`src/sv/cxsc_pkg.sv`:
```
// shared types, codes and key helpers for the chained xor stream cipher framer
package cxsc_pkg;

  // key store and register map
  localparam int KeyBytes = 32;
  localparam int KeyW     = 8 * KeyBytes;
  localparam int NumRegs  = 6;
  localparam int AddrW    = $clog2(NumRegs * 8);
  localparam int DataW    = 64;
  localparam int LenW     = 6;
  localparam int PosW     = 6;

  localparam logic [2:0] REG_MODE    = 3'd0;
  localparam logic [2:0] REG_KEY_LEN = 3'd1;
  localparam logic [2:0] REG_KEY_W0  = 3'd2;
  localparam logic [2:0] REG_KEY_W1  = 3'd3;
  localparam logic [2:0] REG_KEY_W2  = 3'd4;
  localparam logic [2:0] REG_KEY_W3  = 3'd5;

  // input commands
  localparam logic [1:0] CMD_BEGIN = 2'd0;
  localparam logic [1:0] CMD_EXT   = 2'd1;
  localparam logic [1:0] CMD_END   = 2'd2;
  localparam logic [1:0] CMD_PAY   = 2'd3;

  // result kinds and status codes
  localparam logic [1:0] KIND_HDR = 2'd0;
  localparam logic [1:0] KIND_EXT = 2'd1;
  localparam logic [1:0] KIND_SEP = 2'd2;
  localparam logic [1:0] KIND_PAY = 2'd3;

  localparam logic [1:0] STAT_OK       = 2'd0;
  localparam logic [1:0] STAT_VALID    = 2'd1;
  localparam logic [1:0] STAT_MISMATCH = 2'd2;

  // frame phases
  localparam logic [2:0] PH_IDLE     = 3'd0;
  localparam logic [2:0] PH_ENC_EXT  = 3'd1;
  localparam logic [2:0] PH_ENC_PAY  = 3'd2;
  localparam logic [2:0] PH_DEC_HDR  = 3'd3;
  localparam logic [2:0] PH_DEC_EXT  = 3'd4;
  localparam logic [2:0] PH_DEC_PAY  = 3'd5;
  localparam logic [2:0] PH_DEC_FAIL = 3'd6;

  localparam logic [7:0] Separator = 8'd30;

  typedef struct packed {
    logic              mode;
    logic [LenW-1:0]   key_length;
    logic [KeyW-1:0]   key;
  } cfg_t;

  // controller to datapath commands
  typedef struct packed {
    logic load_in;
    logic frame_init;
    logic wsum_step;
    logic hdr_step;
    logic mod_start;
    logic mod_step;
    logic item_step;
    logic use_rem;
  } dp_ctl_t;

  // datapath to controller status
  typedef struct packed {
    logic is_begin;
    logic act;
    logic emit;
    logic need_mod;
    logic cnt_last;
    logic mod_last;
    logic out_free;
    logic mode;
  } dp_sts_t;

  // key byte at an index, zero past the key store
  function automatic logic [7:0] key_byte(input logic [KeyW-1:0] key,
                                          input logic [PosW-1:0] idx);
    logic [7:0] b;
    b = 8'd0;
    if (idx < PosW'(KeyBytes)) begin
      b = key[{idx[4:0], 3'b000} +: 8];
    end
    return b;
  endfunction

  // key length clamped to one through the key store size
  function automatic logic [LenW-1:0] eff_len(input logic [LenW-1:0] kl);
    logic [LenW-1:0] l;
    l = kl;
    if (kl == '0) begin
      l = LenW'(1);
    end else if (kl > LenW'(KeyBytes)) begin
      l = LenW'(KeyBytes);
    end
    return l;
  endfunction

endpackage

```
`src/sv/cxsc_regs.sv`:
```
// apb configuration registers: mode, key length and key words
module cxsc_regs (
  input  logic                       clk_i,
  input  logic                       rst_ni,
  input  logic                       psel,
  input  logic                       penable,
  input  logic                       pwrite,
  input  logic [cxsc_pkg::AddrW-1:0] paddr,
  input  logic [cxsc_pkg::DataW-1:0] pwdata,
  output logic [cxsc_pkg::DataW-1:0] prdata,
  output logic                       pready,
  output cxsc_pkg::cfg_t             cfg_o
);
  import cxsc_pkg::*;

  logic            mode_q;
  logic [LenW-1:0] klen_q;
  logic [KeyW-1:0] key_q;
  logic            wr_en;
  logic [2:0]      reg_idx;

  assign pready  = 1'b1;
  assign wr_en   = psel & penable & pwrite;
  assign reg_idx = paddr[AddrW-1:3];

  // register writes on the access cycle
  always_ff @(posedge clk_i or negedge rst_ni) begin
    if (!rst_ni) begin
      mode_q <= 1'b0;
      klen_q <= LenW'(1);
      key_q  <= '0;
    end else if (wr_en) begin
      case (reg_idx)
        REG_MODE:    mode_q <= pwdata[0];
        REG_KEY_LEN: klen_q <= pwdata[LenW-1:0];
        REG_KEY_W0:  key_q[0*DataW +: DataW] <= pwdata;
        REG_KEY_W1:  key_q[1*DataW +: DataW] <= pwdata;
        REG_KEY_W2:  key_q[2*DataW +: DataW] <= pwdata;
        REG_KEY_W3:  key_q[3*DataW +: DataW] <= pwdata;
        default: ;
      endcase
    end
  end

  // read mux
  always_comb begin
    case (reg_idx)
      REG_MODE:    prdata = {{(DataW-1){1'b0}}, mode_q};
      REG_KEY_LEN: prdata = {{(DataW-LenW){1'b0}}, klen_q};
      REG_KEY_W0:  prdata = key_q[0*DataW +: DataW];
      REG_KEY_W1:  prdata = key_q[1*DataW +: DataW];
      REG_KEY_W2:  prdata = key_q[2*DataW +: DataW];
      REG_KEY_W3:  prdata = key_q[3*DataW +: DataW];
      default:     prdata = '0;
    endcase
  end

  assign cfg_o.mode       = mode_q;
  assign cfg_o.key_length = klen_q;
  assign cfg_o.key        = key_q;

endmodule

```
`src/sv/cxsc_ctrl.sv`:
```
// controller state machine sequencing begin, header, remainder and byte steps
module cxsc_ctrl (
  input  logic              clk_i,
  input  logic              rst_ni,
  input  logic              in_valid_i,
  output logic              in_ready_o,
  input  cxsc_pkg::dp_sts_t sts_i,
  output cxsc_pkg::dp_ctl_t ctl_o
);
  import cxsc_pkg::*;

  localparam logic [2:0] S_IDLE = 3'd0;
  localparam logic [2:0] S_EXEC = 3'd1;
  localparam logic [2:0] S_WSUM = 3'd2;
  localparam logic [2:0] S_HDR  = 3'd3;
  localparam logic [2:0] S_MOD  = 3'd4;
  localparam logic [2:0] S_STEP = 3'd5;

  logic [2:0] state_q, state_d;

  always_ff @(posedge clk_i or negedge rst_ni) begin
    if (!rst_ni) begin
      state_q <= S_IDLE;
    end else begin
      state_q <= state_d;
    end
  end

  assign in_ready_o = (state_q == S_IDLE);

  // next state and datapath commands
  always_comb begin
    state_d = state_q;
    ctl_o   = '0;
    case (state_q)
      S_IDLE: begin
        if (in_valid_i) begin
          ctl_o.load_in = 1'b1;
          state_d       = S_EXEC;
        end
      end
      S_EXEC: begin
        if (sts_i.is_begin) begin
          ctl_o.frame_init = 1'b1;
          state_d          = S_WSUM;
        end else if (!sts_i.act) begin
          state_d = S_IDLE;
        end else if (sts_i.need_mod) begin
          ctl_o.mod_start = 1'b1;
          state_d         = S_MOD;
        end else if (!sts_i.emit || sts_i.out_free) begin
          ctl_o.item_step = 1'b1;
          state_d         = S_IDLE;
        end
      end
      S_MOD: begin
        ctl_o.mod_step = 1'b1;
        if (sts_i.mod_last) begin
          state_d = S_STEP;
        end
      end
      S_STEP: begin
        ctl_o.use_rem = 1'b1;
        if (!sts_i.emit || sts_i.out_free) begin
          ctl_o.item_step = 1'b1;
          state_d         = S_IDLE;
        end
      end
      S_WSUM: begin
        ctl_o.wsum_step = 1'b1;
        if (sts_i.cnt_last) begin
          state_d = sts_i.mode ? S_IDLE : S_HDR;
        end
      end
      S_HDR: begin
        if (sts_i.out_free) begin
          ctl_o.hdr_step = 1'b1;
          if (sts_i.cnt_last) begin
            state_d = S_IDLE;
          end
        end
      end
      default: state_d = S_IDLE;
    endcase
  end

endmodule

```
`src/sv/cxsc_dp.sv`:
```
// datapath: frame state, chained xor, key remainder unit and output register
module cxsc_dp #(
  parameter int EXT_BYTES = 8
) (
  input  logic              clk_i,
  input  logic              rst_ni,
  input  cxsc_pkg::cfg_t    cfg_i,
  input  cxsc_pkg::dp_ctl_t ctl_i,
  output cxsc_pkg::dp_sts_t sts_o,
  input  logic [1:0]        cmd_i,
  input  logic [7:0]        data_in_i,
  input  logic              out_ready_i,
  output logic              out_valid_o,
  output logic [7:0]        data_out_o,
  output logic [1:0]        kind_o,
  output logic [1:0]        status_o,
  output logic              last_o
);
  import cxsc_pkg::*;

  localparam int ExtW = $clog2(EXT_BYTES + 1);

  // latched input item
  logic [1:0]      cmd_q;
  logic [7:0]      x_q;
  // frame state
  logic [2:0]      phase_q;
  logic [7:0]      prev_q;
  logic [PosW-1:0] pos_q;
  logic [LenW-1:0] hcnt_q;
  logic [ExtW-1:0] ecnt_q;
  logic [7:0]      weight_q;
  logic [LenW-1:0] cnt_q;
  // remainder unit
  logic [PosW-1:0] rem_q;
  logic [2:0]      mcnt_q;
  // output register
  logic            out_valid_q;
  logic [7:0]      out_data_q;
  logic [1:0]      out_kind_q;
  logic [1:0]      out_stat_q;
  logic            out_last_q;

  logic [LenW-1:0] len;
  logic [PosW:0]   pos_inc;
  logic [PosW-1:0] pos_next;
  logic [PosW-1:0] kidx;
  logic [7:0]      kb;
  logic [7:0]      hdr_src;
  logic [LenW-1:0] hc;
  logic [7:0]      hdr_exp;
  logic [7:0]      xin;
  logic [7:0]      y;
  logic [7:0]      hdr_y;
  logic [PosW:0]   rem_sh;
  logic            out_free;
  logic            out_load;

  logic            act, emit;
  logic [1:0]      res_kind, res_stat;
  logic [2:0]      ph_next;
  logic [7:0]      prev_next;
  logic [LenW-1:0] hcnt_next;
  logic [ExtW-1:0] ecnt_next;
  logic [ExtW:0]   ecnt_inc;

  assign len      = eff_len(cfg_i.key_length);
  assign pos_inc  = {1'b0, pos_q} + (PosW+1)'(1);
  assign pos_next = (pos_inc >= {1'b0, len}) ? '0 : pos_inc[PosW-1:0];
  assign kidx     = ctl_i.use_rem ? rem_q : pos_q;
  assign kb       = key_byte(cfg_i.key, kidx);
  assign hdr_src  = key_byte(cfg_i.key, len - LenW'(1) - cnt_q);
  assign hc       = (hcnt_q < len) ? hcnt_q : len - LenW'(1);
  assign hdr_exp  = key_byte(cfg_i.key, len - LenW'(1) - hc);
  assign xin      = (phase_q == PH_ENC_EXT && cmd_q == CMD_END) ? Separator : x_q;
  assign y        = xin ^ prev_q ^ kb ^ weight_q;
  assign hdr_y    = hdr_src ^ prev_q ^ kb ^ weight_q;
  assign ecnt_inc = {1'b0, ecnt_q} + (ExtW+1)'(1);
  assign rem_sh   = {rem_q, pos_q[mcnt_q]};
  assign out_free = !out_valid_q || out_ready_i;

  // per-phase decision for one byte item
  always_comb begin
    act       = 1'b0;
    emit      = 1'b0;
    res_kind  = KIND_PAY;
    res_stat  = STAT_OK;
    ph_next   = phase_q;
    prev_next = prev_q;
    hcnt_next = hcnt_q;
    ecnt_next = ecnt_q;
    case (phase_q)
      PH_ENC_EXT: begin
        prev_next = xin;
        if (cmd_q == CMD_EXT && ecnt_q < ExtW'(EXT_BYTES)) begin
          act       = 1'b1;
          emit      = 1'b1;
          res_kind  = KIND_EXT;
          ecnt_next = ecnt_inc[ExtW-1:0];
        end else if (cmd_q == CMD_END) begin
          act      = 1'b1;
          emit     = 1'b1;
          res_kind = KIND_SEP;
          ph_next  = PH_ENC_PAY;
        end
      end
      PH_ENC_PAY: begin
        prev_next = xin;
        if (cmd_q == CMD_PAY) begin
          act  = 1'b1;
          emit = 1'b1;
        end
      end
      PH_DEC_HDR: begin
        prev_next = y;
        act       = (cmd_q == CMD_EXT) || (cmd_q == CMD_PAY);
        res_kind  = KIND_HDR;
        if (y != hdr_exp) begin
          emit     = 1'b1;
          res_stat = STAT_MISMATCH;
          ph_next  = PH_DEC_FAIL;
        end else begin
          hcnt_next = hcnt_q + LenW'(1);
          if (hc == len - LenW'(1)) begin
            emit     = 1'b1;
            res_stat = STAT_VALID;
            ph_next  = PH_DEC_EXT;
          end
        end
      end
      PH_DEC_EXT: begin
        prev_next = y;
        act       = (cmd_q == CMD_EXT) || (cmd_q == CMD_PAY);
        emit      = 1'b1;
        ecnt_next = ecnt_inc[ExtW-1:0];
        if (y == Separator) begin
          res_kind = KIND_SEP;
          ph_next  = PH_DEC_PAY;
        end else begin
          res_kind = KIND_EXT;
          if (ecnt_inc >= (ExtW+1)'(EXT_BYTES)) begin
            ph_next = PH_DEC_PAY;
          end
        end
      end
      PH_DEC_PAY: begin
        prev_next = y;
        act       = (cmd_q == CMD_EXT) || (cmd_q == CMD_PAY);
        emit      = 1'b1;
      end
      default: ;
    endcase
  end

  // input latch
  always_ff @(posedge clk_i) begin
    if (ctl_i.load_in) begin
      cmd_q <= cmd_i;
      x_q   <= data_in_i;
    end
  end

  // frame state updates
  always_ff @(posedge clk_i or negedge rst_ni) begin
    if (!rst_ni) begin
      phase_q  <= PH_IDLE;
      prev_q   <= '0;
      pos_q    <= '0;
      hcnt_q   <= '0;
      ecnt_q   <= '0;
      weight_q <= '0;
      cnt_q    <= '0;
    end else if (ctl_i.frame_init) begin
      prev_q   <= '0;
      pos_q    <= '0;
      hcnt_q   <= '0;
      ecnt_q   <= '0;
      weight_q <= '0;
      cnt_q    <= '0;
    end else if (ctl_i.wsum_step) begin
      weight_q <= weight_q + key_byte(cfg_i.key, cnt_q);
      if (cnt_q == len - LenW'(1)) begin
        cnt_q   <= '0;
        phase_q <= cfg_i.mode ? PH_DEC_HDR : PH_ENC_EXT;
      end else begin
        cnt_q <= cnt_q + LenW'(1);
      end
    end else if (ctl_i.hdr_step) begin
      prev_q <= hdr_src;
      pos_q  <= pos_next;
      cnt_q  <= cnt_q + LenW'(1);
    end else if (ctl_i.item_step) begin
      prev_q  <= prev_next;
      pos_q   <= pos_next;
      phase_q <= ph_next;
      hcnt_q  <= hcnt_next;
      ecnt_q  <= ecnt_next;
    end
  end

  // bit-serial remainder of key position by key length, msb first
  always_ff @(posedge clk_i) begin
    if (ctl_i.mod_start) begin
      rem_q  <= '0;
      mcnt_q <= 3'(PosW - 1);
    end else if (ctl_i.mod_step) begin
      rem_q  <= (rem_sh >= {1'b0, len}) ? PosW'(rem_sh - {1'b0, len})
                                        : rem_sh[PosW-1:0];
      mcnt_q <= mcnt_q - 3'd1;
    end
  end

  // output register, refilled in the cycle the current result transfers
  assign out_load = ctl_i.hdr_step || (ctl_i.item_step && emit);

  always_ff @(posedge clk_i or negedge rst_ni) begin
    if (!rst_ni) begin
      out_valid_q <= 1'b0;
    end else if (out_load) begin
      out_valid_q <= 1'b1;
    end else if (out_ready_i) begin
      out_valid_q <= 1'b0;
    end
  end

  always_ff @(posedge clk_i) begin
    if (ctl_i.hdr_step) begin
      out_data_q <= hdr_y;
      out_kind_q <= KIND_HDR;
      out_stat_q <= STAT_OK;
      out_last_q <= (cnt_q == len - LenW'(1));
    end else if (ctl_i.item_step && emit) begin
      out_data_q <= y;
      out_kind_q <= res_kind;
      out_stat_q <= res_stat;
      out_last_q <= 1'b1;
    end
  end

  assign out_valid_o = out_valid_q;
  assign data_out_o  = out_data_q;
  assign kind_o      = out_kind_q;
  assign status_o    = out_stat_q;
  assign last_o      = out_last_q;

  // status back to the controller
  assign sts_o.is_begin = (cmd_q == CMD_BEGIN);
  assign sts_o.act      = act;
  assign sts_o.emit     = emit;
  assign sts_o.need_mod = (pos_q >= len);
  assign sts_o.cnt_last = (cnt_q == len - LenW'(1));
  assign sts_o.mod_last = (mcnt_q == 3'd0);
  assign sts_o.out_free = out_free;
  assign sts_o.mode     = cfg_i.mode;

endmodule

```
`src/sv/chained_xor_stream_cipher_framer.sv`:
```
// top level of the chained xor stream cipher framer
//
// Input channel (in_valid_i/in_ready_o) carries cmd_i and data_in_i; each
// transfer is one command: begin, extension byte, end of extension, payload byte.
// Output channel (out_valid_o/out_ready_i) carries data_out_o, kind_o, status_o
// and last_o; last_o marks the final result of a command.
// The APB port sets mode, key length and four 64-bit key words at 8-byte steps;
// write it only while the block is idle between frames or items.
// A byte command is accepted in the idle state and its xor step runs in the
// execute state; no new command is taken until the step is done, and the
// result is loaded into the output register. When the key position has outgrown
// a shortened key, a bit-serial remainder unit runs before the step.
// A begin sums the key bytes one per cycle; in encrypt mode it then emits the
// header, one byte per cycle while the output register is free.
// A single output register holds the pending result; the next command is taken
// while it waits, but a step that has a result waits until that register frees.
// A receiver stall therefore holds the block without losing or repeating data.
// Reset returns the frame to idle and clears the registers to their defaults;
// no clearing pass is needed.
module chained_xor_stream_cipher_framer #(
  parameter int EXT_BYTES = 8
) (
  input  logic                       clk_i,
  input  logic                       rst_ni,
  // configuration port
  input  logic                       psel,
  input  logic                       penable,
  input  logic                       pwrite,
  input  logic [cxsc_pkg::AddrW-1:0] paddr,
  input  logic [cxsc_pkg::DataW-1:0] pwdata,
  output logic [cxsc_pkg::DataW-1:0] prdata,
  output logic                       pready,
  // input channel
  input  logic                       in_valid_i,
  output logic                       in_ready_o,
  input  logic [1:0]                 cmd_i,
  input  logic [7:0]                 data_in_i,
  // output channel
  output logic                       out_valid_o,
  input  logic                       out_ready_i,
  output logic [7:0]                 data_out_o,
  output logic [1:0]                 kind_o,
  output logic [1:0]                 status_o,
  output logic                       last_o
);
  import cxsc_pkg::*;

  cfg_t    cfg;
  dp_ctl_t dp_ctl;
  dp_sts_t dp_sts;

  // configuration registers
  cxsc_regs u_regs (
    .clk_i   (clk_i),
    .rst_ni  (rst_ni),
    .psel    (psel),
    .penable (penable),
    .pwrite  (pwrite),
    .paddr   (paddr),
    .pwdata  (pwdata),
    .prdata  (prdata),
    .pready  (pready),
    .cfg_o   (cfg)
  );

  // controller
  cxsc_ctrl u_ctrl (
    .clk_i      (clk_i),
    .rst_ni     (rst_ni),
    .in_valid_i (in_valid_i),
    .in_ready_o (in_ready_o),
    .sts_i      (dp_sts),
    .ctl_o      (dp_ctl)
  );

  // datapath
  cxsc_dp #(
    .EXT_BYTES (EXT_BYTES)
  ) u_dp (
    .clk_i       (clk_i),
    .rst_ni      (rst_ni),
    .cfg_i       (cfg),
    .ctl_i       (dp_ctl),
    .sts_o       (dp_sts),
    .cmd_i       (cmd_i),
    .data_in_i   (data_in_i),
    .out_ready_i (out_ready_i),
    .out_valid_o (out_valid_o),
    .data_out_o  (data_out_o),
    .kind_o      (kind_o),
    .status_o    (status_o),
    .last_o      (last_o)
  );

  // the block is busy in the cycle after an input transfer
  assert property (@(posedge clk_i) disable iff (!rst_ni)
    (in_valid_i && in_ready_o) |=> !in_ready_o)
    else $error("input taken while a command is still executing");

  // at most one datapath operation per cycle
  assert property (@(posedge clk_i) disable iff (!rst_ni)
    $onehot0({dp_ctl.frame_init, dp_ctl.wsum_step, dp_ctl.hdr_step,
              dp_ctl.mod_start, dp_ctl.mod_step, dp_ctl.item_step}))
    else $error("conflicting datapath commands");

  // a result is only loaded when the output register is free
  assert property (@(posedge clk_i) disable iff (!rst_ni)
    (dp_ctl.hdr_step || (dp_ctl.item_step && dp_sts.emit)) |-> dp_sts.out_free)
    else $error("output register overwritten");

  // header positions never run past the key length
  assert property (@(posedge clk_i) disable iff (!rst_ni)
    dp_ctl.hdr_step |-> !dp_sts.need_mod)
    else $error("key position out of range during header");

endmodule

```
`config.mk`:
```
export PLATFORM = sky130hd
export DESIGN_NAME = chained_xor_stream_cipher_framer
export DESIGN_NICKNAME = d
export VERILOG_FILES = /design/src/sv/cxsc_pkg.sv /design/src/sv/cxsc_regs.sv /design/src/sv/cxsc_ctrl.sv /design/src/sv/cxsc_dp.sv /design/src/sv/chained_xor_stream_cipher_framer.sv
export SDC_FILE = /design/constraint.sdc
export NUM_CORES = 1
export LEC_CHECK = 0
export BUFFER_PORTS_ARGS = -buffer_cell sky130_fd_sc_hd__buf_2
export CAP_MARGIN = 20
export CELL_PAD_IN_SITES_DETAIL_PLACEMENT = 1
export CELL_PAD_IN_SITES_GLOBAL_PLACEMENT = 2
export CORE_AREA = 3 3 344 346
export CTS_CLUSTER_SIZE = 12
export DETAILED_ROUTE_END_ITERATION = 16
export DIE_AREA = 0 0 347 349
export GPL_TIMING_DRIVEN = 0
export PLACE_DENSITY = 0.52
export SYNTH_ARGS = -nofsm -noshare
export SYNTH_HDL_FRONTEND = slang
export SYNTH_HIERARCHICAL = 1
export SYNTH_SLANG_ARGS = --single-unit
```
`constraint.sdc`:
```
create_clock -name clk_i -period 17.95 [get_ports clk_i]
set_input_delay 3.59 -clock clk_i [delete_from_list [all_inputs] [get_ports clk_i]]
set_output_delay 3.59 -clock clk_i [all_outputs]
set_load 0.005 [all_outputs]
```
==> results.toml, run 1 <==
[outcome]
status = "finished, final reports clean"

[sta]
period_share_pct = 57.9
fmax_ghz = 0.0962
hold_slack_ns = 0.465
max-slew-margin-rel_pct = 11.8
hold_viol_final = 0
rsz0062_at_grt = "false"
maxSlewViolCount = 0
worst_slew_pin_slew_ns = 1.32
finalSetupTns_ns = 0
setup_ws_ns = 7.55
fin_skew_ns = 0.0214
final.min_clock_period_ns = 10.40
setup_violations = 0

[floorplan]
coreArea_um2 = 116000
rows = 125
die_x_um = 347
start_util_pct = 24.8
dieArea_um2 = 121000
num_io_pins = 167
die_y_um = 349

[routing]
drt-pass1-iter-count = 5
drc = 0
wirelength_mm = 186
drtIter0Drc = 2396
wl_per_cell_um = 41.8
antenna_left = 0
routed_via_density = 5.97
vias = 26500

[global_routing]
track_usage_pct = 30.1
grt_pass1_wl_mm = 249
antenna_found_initial = 12
grt_pass1_vias = 27900
grt_remaining_overflow = 0
grt_max_degree = 117

[yosys]
synth_xor_area_share_pct = 2.73
synth-simple-area-share_pct = 9.79
synth_nets = 2782
synth_top_family_by_area = "multiplexers"
synth.avg_cell_area_um2 = 10.9
synth_mux_area_share_pct = 34.8
netlist_instances = 2643
async_reset_ff_share_pct = 90.6
ys_types = 109
synth_edf_count = 19
syn_area_um2 = 28700
synth_ff_type = "dfrtp_1"
synth_compound_area_share_pct = 15.5
ys_seq_area_share_pct = 29.7
synthAdderAreaFrac_pct = 2.37
ys_seq_elements = 340
yosys_warnings = 6

[power_and_ir_drop]
p_leak_nw = 14.0
power_density_nw_per_um2 = 242
vdd_drop_max_uv = 114

[clock_network]
holdBufCountCts = 0
post_cts_buffers = 0
cts.root.buffer_cell = "clkbuf_16"
clk_latency_ns = 0.65
clk_pin_slew_ns = 0.06
cts_resized = 0
cts.path.max_buffers = 3
cts_tree = "done"
htree_levels = 2
cts_buffers = 47
cts_sinks = 340

[placement]
hpwl_mm = 145
dp_slack_ns = 7.50
gp_congestion = 1.01
port_buffers = 161

[critical_path]
arrival_ns = 10.94
r2r-start = "u_regs/klen_q[5]$_DFFE_PN0P_"
critPathSlowestCell = "o31ai_1"
max_stage_delay_ns = 0.98
r2r-end = "u_dp/pos_q[4]$_DFFE_PN0P_"
critPathCaptureType = "register"
critPathLaunchType = "register"
crit_type = "register to register"
reg2reg_depth = 35
crit_path_max_fanout = 10
crit_required_ns = 18.49
regToRegSetupSlack_ns = 7.55

[hold_path]
holdPathEnd = "u_dp/kind_o[1]$_SDFFE_PP0P_"
hold_class = "register to register"
min-delay-start = "u_dp/kind_o[1]$_SDFFE_PP0P_"
hold_depth = 2

[flow_run]
drv_cap = 0

[layout]
drive_above_1_share_pct = 32.2
area_growth_pct = 16.9
nets = 3026
## layout make-up
class                           instances  area (um2)
Buffer                                220        1350
Antenna cell                            4        10.0
Clock buffer                           59        1280
Timing Repair Buffer                  195        1250
Multi-Input combinational cell       2050       18700
Tap cell                             1524        1910
Sequential cell                       340        8540
Clock inverter                         24         392
Inverter                               33         124
Fill cell                           13000       82100
## worst max-delay path: cells and delay by family, from the launching register on
| kind | cells | cell delay [ns] |
|---|---|---|
| adders and majority gates | 3 | 1.18 |
| buffers and inverters | 8 | 2.24 |
| AOI/OAI and AO/OA | 12 | 3.19 |
| DFF | 1 | 0.57 |
| and+or+nand+nor | 11 | 2.81 |
| muxes | 1 | 0.29 |
## through the flow
step	power [mW]	util (%)	cells	cell area, um2
after floorplan	4.50	-	2643	28700
after global placement	6.72	27.2	4328	31500
after detailed placement	6.89	27.5	4354	31800
after CTS	7.96	28.9	4437	33500
after global routing	8.38	29.0	4445	33600
final	8.14	29.0	4449	33600
## worst max path at each step
stage | to | slack, ns | startpoint | cells past startpoint
after floorplan | prdata[11] | 9.87 | paddr[3] | 5
after global placement | u_regs/key_q[213]$_DFFE_PN0P_ | 6.93 | rst_ni | 1
after detailed placement | u_dp/pos_q[4]$_DFFE_PN0P_ | 7.50 | u_regs/klen_q[5]$_DFFE_PN0P_ | 34
after CTS | u_dp/pos_q[4]$_DFFE_PN0P_ | 7.48 | u_regs/klen_q[5]$_DFFE_PN0P_ | 34
after global routing | u_dp/pos_q[4]$_DFFE_PN0P_ | 6.82 | u_regs/klen_q[5]$_DFFE_PN0P_ | 35
final | u_dp/pos_q[4]$_DFFE_PN0P_ | 7.55 | u_regs/klen_q[5]$_DFFE_PN0P_ | 35
## metal layers
layer	part of all wire (%)	wire length (um)	up-vias	GRT usage [%]
li1	-	-	10700	-
met2	46	85600	1323	48.9
met1	39	73100	14100	36.1
met3	6.8	12700	461	6.32
met5	0.022	41	-	0
met4	7.8	14400	6	19.4
## synth_stat cells, types with 38 or more instances
library cell	instances	area (um2)
dfrtp_1	307	7680
mux2i_1	229	2290
nand2_1	201	754
a21oi_1	192	961
mux4_2	186	4190
mux2_2	183	2060
o22ai_1	117	732
nor2_1	106	398
mux2_4	91	1370
o21ai_0	80	400
buf_2	75	375
a211oi_1	65	488
clkbuf_1	56	210
nor2b_1	54	338
xnor2_1	50	438
ha_1	48	601
buf_6	42	473
nand2b_1	39	244
o221ai_1	38	333
## placed cells by master, fill, tap and decap left out, types with 35 or more instances in the layout
cell | Yosys | routed
mux4_2 | 186 | 186
nor2b_1 | 54 | 54
xnor2_1 | 50 | 50
clkbuf_16 | 0 | 48
mux2_2 | 183 | 183
a21oi_1 | 192 | 192
dfrtp_1 | 307 | 307
mux2_4 | 91 | 91
buf_4 | 29 | 35
o22ai_1 | 117 | 117
a211oi_1 | 65 | 65
ha_1 | 48 | 48
nor2_1 | 106 | 106
mux2i_1 | 229 | 228
o21ai_0 | 80 | 80
nand2_1 | 201 | 201
o221ai_1 | 38 | 38
buf_6 | 42 | 47
nand2b_1 | 39 | 39
buf_2 | 75 | 237
clkbuf_1 | 56 | 62
## registers in the layout, summed over array words and instances, names as in the netlist, 8 cells and up
register / count
u_regs/key_q: 256
u_dp/data_out_o: 8
u_dp/prev_q: 8
u_dp/weight_q: 8
u_dp/x_q: 8
## power breakdown
| part | switching [mW] | total, mW | internal, mW |
|---|---|---|---|
| registers | 0.402 | 1.37 | 0.963 |
| logic | 3.55 | 5.74 | 2.19 |
| clock network | 0.400 | 1.04 | 0.637 |
| total | 4.36 | 8.14 | 3.79 |
## logic make-up after synthesis
logic type,count (synthesis)
buf+inv,253
other cells,1
flops,340
mux,696
compound gates,667
xor+xnor,83
simple gates,551
fa+ha+maj,52
Note: power is estimated with default switching activity, not from simulation.
==> run 2: changes to the inputs <==
Settings changed: PLACE_DENSITY 0.52 to 0.54.
Clock period 17.95 ns to 8.5 ns, I/O delays scaled along.
==> run 2 against run 1 <==
  * The run now ends with max-capacitance violations, max-slew violations left
  * Global-route usage hardly changed
  * Design area is 0.40% higher
  * First-iteration DRC count is 4.2% lower
  * Clock-buffer cell count is 2 higher
  * Via count is 0.23% lower
  * Clock power is 91% higher
  * Clock skew is 0.013 ns higher
  * Non-clock buffer count is 11 higher
  * Core utilization is 0.12 points higher
  * Cell count is 0.31% higher
  * Total power is 110% higher
  * Sequential share of layout area is 0.083 points lower
  * Largest cell class unchanged
  * Largest power group unchanged
==> results.toml, run 2 (synthesis results as in run 1) <==
[global_routing]
grt_pass1_wl_mm = 249
grt_max_degree = 116
grt_remaining_overflow = 0
grt_pass1_vias = 27900
antenna_found_initial = 11
track_usage_pct = 30.0

[hold_path]
hold_depth = 2
hold_class = "register to register"
holdPathEnd = "u_dp/status_o[1]$_SDFFE_PP0P_"
min-delay-start = "u_dp/status_o[1]$_SDFFE_PP0P_"

[sta]
final.min_clock_period_ns = 8.14
max-slew-margin-rel_pct = -0.0638
worst_slew_pin_slew_ns = 1.49
fin_skew_ns = 0.0349
fmax_ghz = 0.123
setup_violations = 0
hold_slack_ns = 0.458
period_share_pct = 95.8
finalSetupTns_ns = 0
maxSlewViolCount = 1
hold_viol_final = 0

[critical_path]
worst_path_most_repeated_cell = "nand2b_1"
critPathLaunchType = "register"
crit_required_ns = 9.02
critPathSlowestCell = "dfrtp_4"
arrival_ns = 8.67
critPathCaptureType = "register"
r2r-end = "u_dp/hcnt_q[4]$_DFFE_PN0P_"
crit_type = "register to register"
reg2reg_depth = 31
regToRegSetupSlack_ns = 0.36
max_stage_delay_ns = 0.58
crit_path_max_fanout = 10
r2r-start = "u_regs/klen_q[5]$_DFFE_PN0P_"

[layout]
nets = 3037
design_area_um2 = 33700
largest_register_ff_count = 256
drive_above_1_share_pct = 33.2
layout_commonest_cell = "dfrtp_1"
area_growth_pct = 17.4
regMostFlops = "u_regs/key_q"
final_cell_mix = "dfrtp_1 (304), buf_2 (234), mux2i_1 (228), nand2_1 (198), a21oi_1 (191)"

[outcome]
status = "finished, violations left"
violations = "max-capacitance violations, max-slew violations"

[power_and_ir_drop]
vdd_drop_max_uv = 271
p_leak_nw = 14.0
power_density_nw_per_um2 = 512

[placement]
hpwl_mm = 147
port_buffers = 161
placed_area_um2 = 32000
gp_congestion = 1.02

[floorplan]
die_x_um = 347
die_y_um = 349
num_io_pins = 167
start_util_pct = 24.8
coreArea_um2 = 116000
rows = 125
dieArea_um2 = 121000

[routing]
drc = 0
wirelength_mm = 186
drtIter0Drc = 2296
routed_via_density = 5.94
wl_per_cell_um = 41.6
drt-pass1-iter-count = 6
vias = 26500
antenna_left = 0

[clock_network]
clk_latency_ns = 0.65
holdBufCountCts = 0
cts_buffers = 47
htree_levels = 2
cts.path.max_buffers = 3
cts.root.buffer_cell = "clkbuf_16"
cts_sinks = 340
clk_pin_slew_ns = 0.06
cts_tree = "done"

[flow_run]
drv_cap = 1
-- run 2: worst max path at each step --
stage | endpoint | depth (start not counted) | slack [ns] | start
finish | u_dp/hcnt_q[4]$_DFFE_PN0P_ | 31 | 0.36 | u_regs/klen_q[5]$_DFFE_PN0P_
global route | u_dp/hcnt_q[4]$_DFFE_PN0P_ | 35 | -0.03 | u_regs/klen_q[5]$_DFFE_PN0P_
CTS | u_dp/pos_q[4]$_DFFE_PN0P_ | 36 | 0.06 | u_regs/klen_q[5]$_DFFE_PN0P_
detailed placement | u_dp/pos_q[4]$_DFFE_PN0P_ | 35 | -1.75 | u_regs/klen_q[5]$_DFFE_PN0P_
global placement | u_dp/pos_q[4]$_DFFE_PN0P_ | 35 | -1.54 | u_regs/klen_q[5]$_DFFE_PN0P_
floorplan | u_dp/pos_q[4]$_DFFE_PN0P_ | 33 | 1.63 | u_regs/klen_q[5]$_DFFE_PN0P_
-- run 2: per-stage QoR --
step                power (mW)  std cells  setup slack, ns  util, %
finish                    17.3       4463            0.357     29.1
global route              17.8       4457          -0.0311     29.1
CTS                       16.9       4445           0.0581     29.0
detailed placement        14.7       4361            -1.75     27.6
global placement          14.3       4328            -1.54     27.2
floorplan                 9.50       2643             1.63        -
-- run 2: worst max-delay path: cells and delay by family, from the launching register on --
family	cells	cell delay, ns
simple gates	12	2.34
buf+inv	6	1.92
mux	5	1.35
compound gates	6	1.08
fa+ha+maj	2	0.72
flops	1	0.58
-- run 2: cell type report --
type                            instances  area, um2
Multi-Input combinational cell       2050      18800
Clock inverter                         23        211
Fill cell                           13000      82000
Clock buffer                           61       1300
Tap cell                             1524       1910
Antenna cell                            6       15.0
Sequential cell                       340       8550
Inverter                               33        126
Buffer                                220       1400
Timing Repair Buffer                  206       1390
-- run 2: layer usage --
layer,track usage (%),vias to the layer above,wire length [um]
met5,0,-,29
met1,36.0,14000,73500
met3,5.13,465,11500
met2,49.4,1290,85500
li1,-,10700,-
met4,20.3,4,15300
-- run 2: repair_timing --
item / 4_1_cts / 5_1_grt
setup buffers: 0 / 8
pin swaps: 0 / 2
endpoints found under the setup margin: 41 / 36
resized for setup: 20 / 22
-- run 2: power by group --
group | internal [mW] | total [mW] | switching [mW]
Clock | 1.12 | 1.99 | 0.864
Combinational | 4.79 | 12.4 | 7.59
Sequential | 2.03 | 2.91 | 0.878
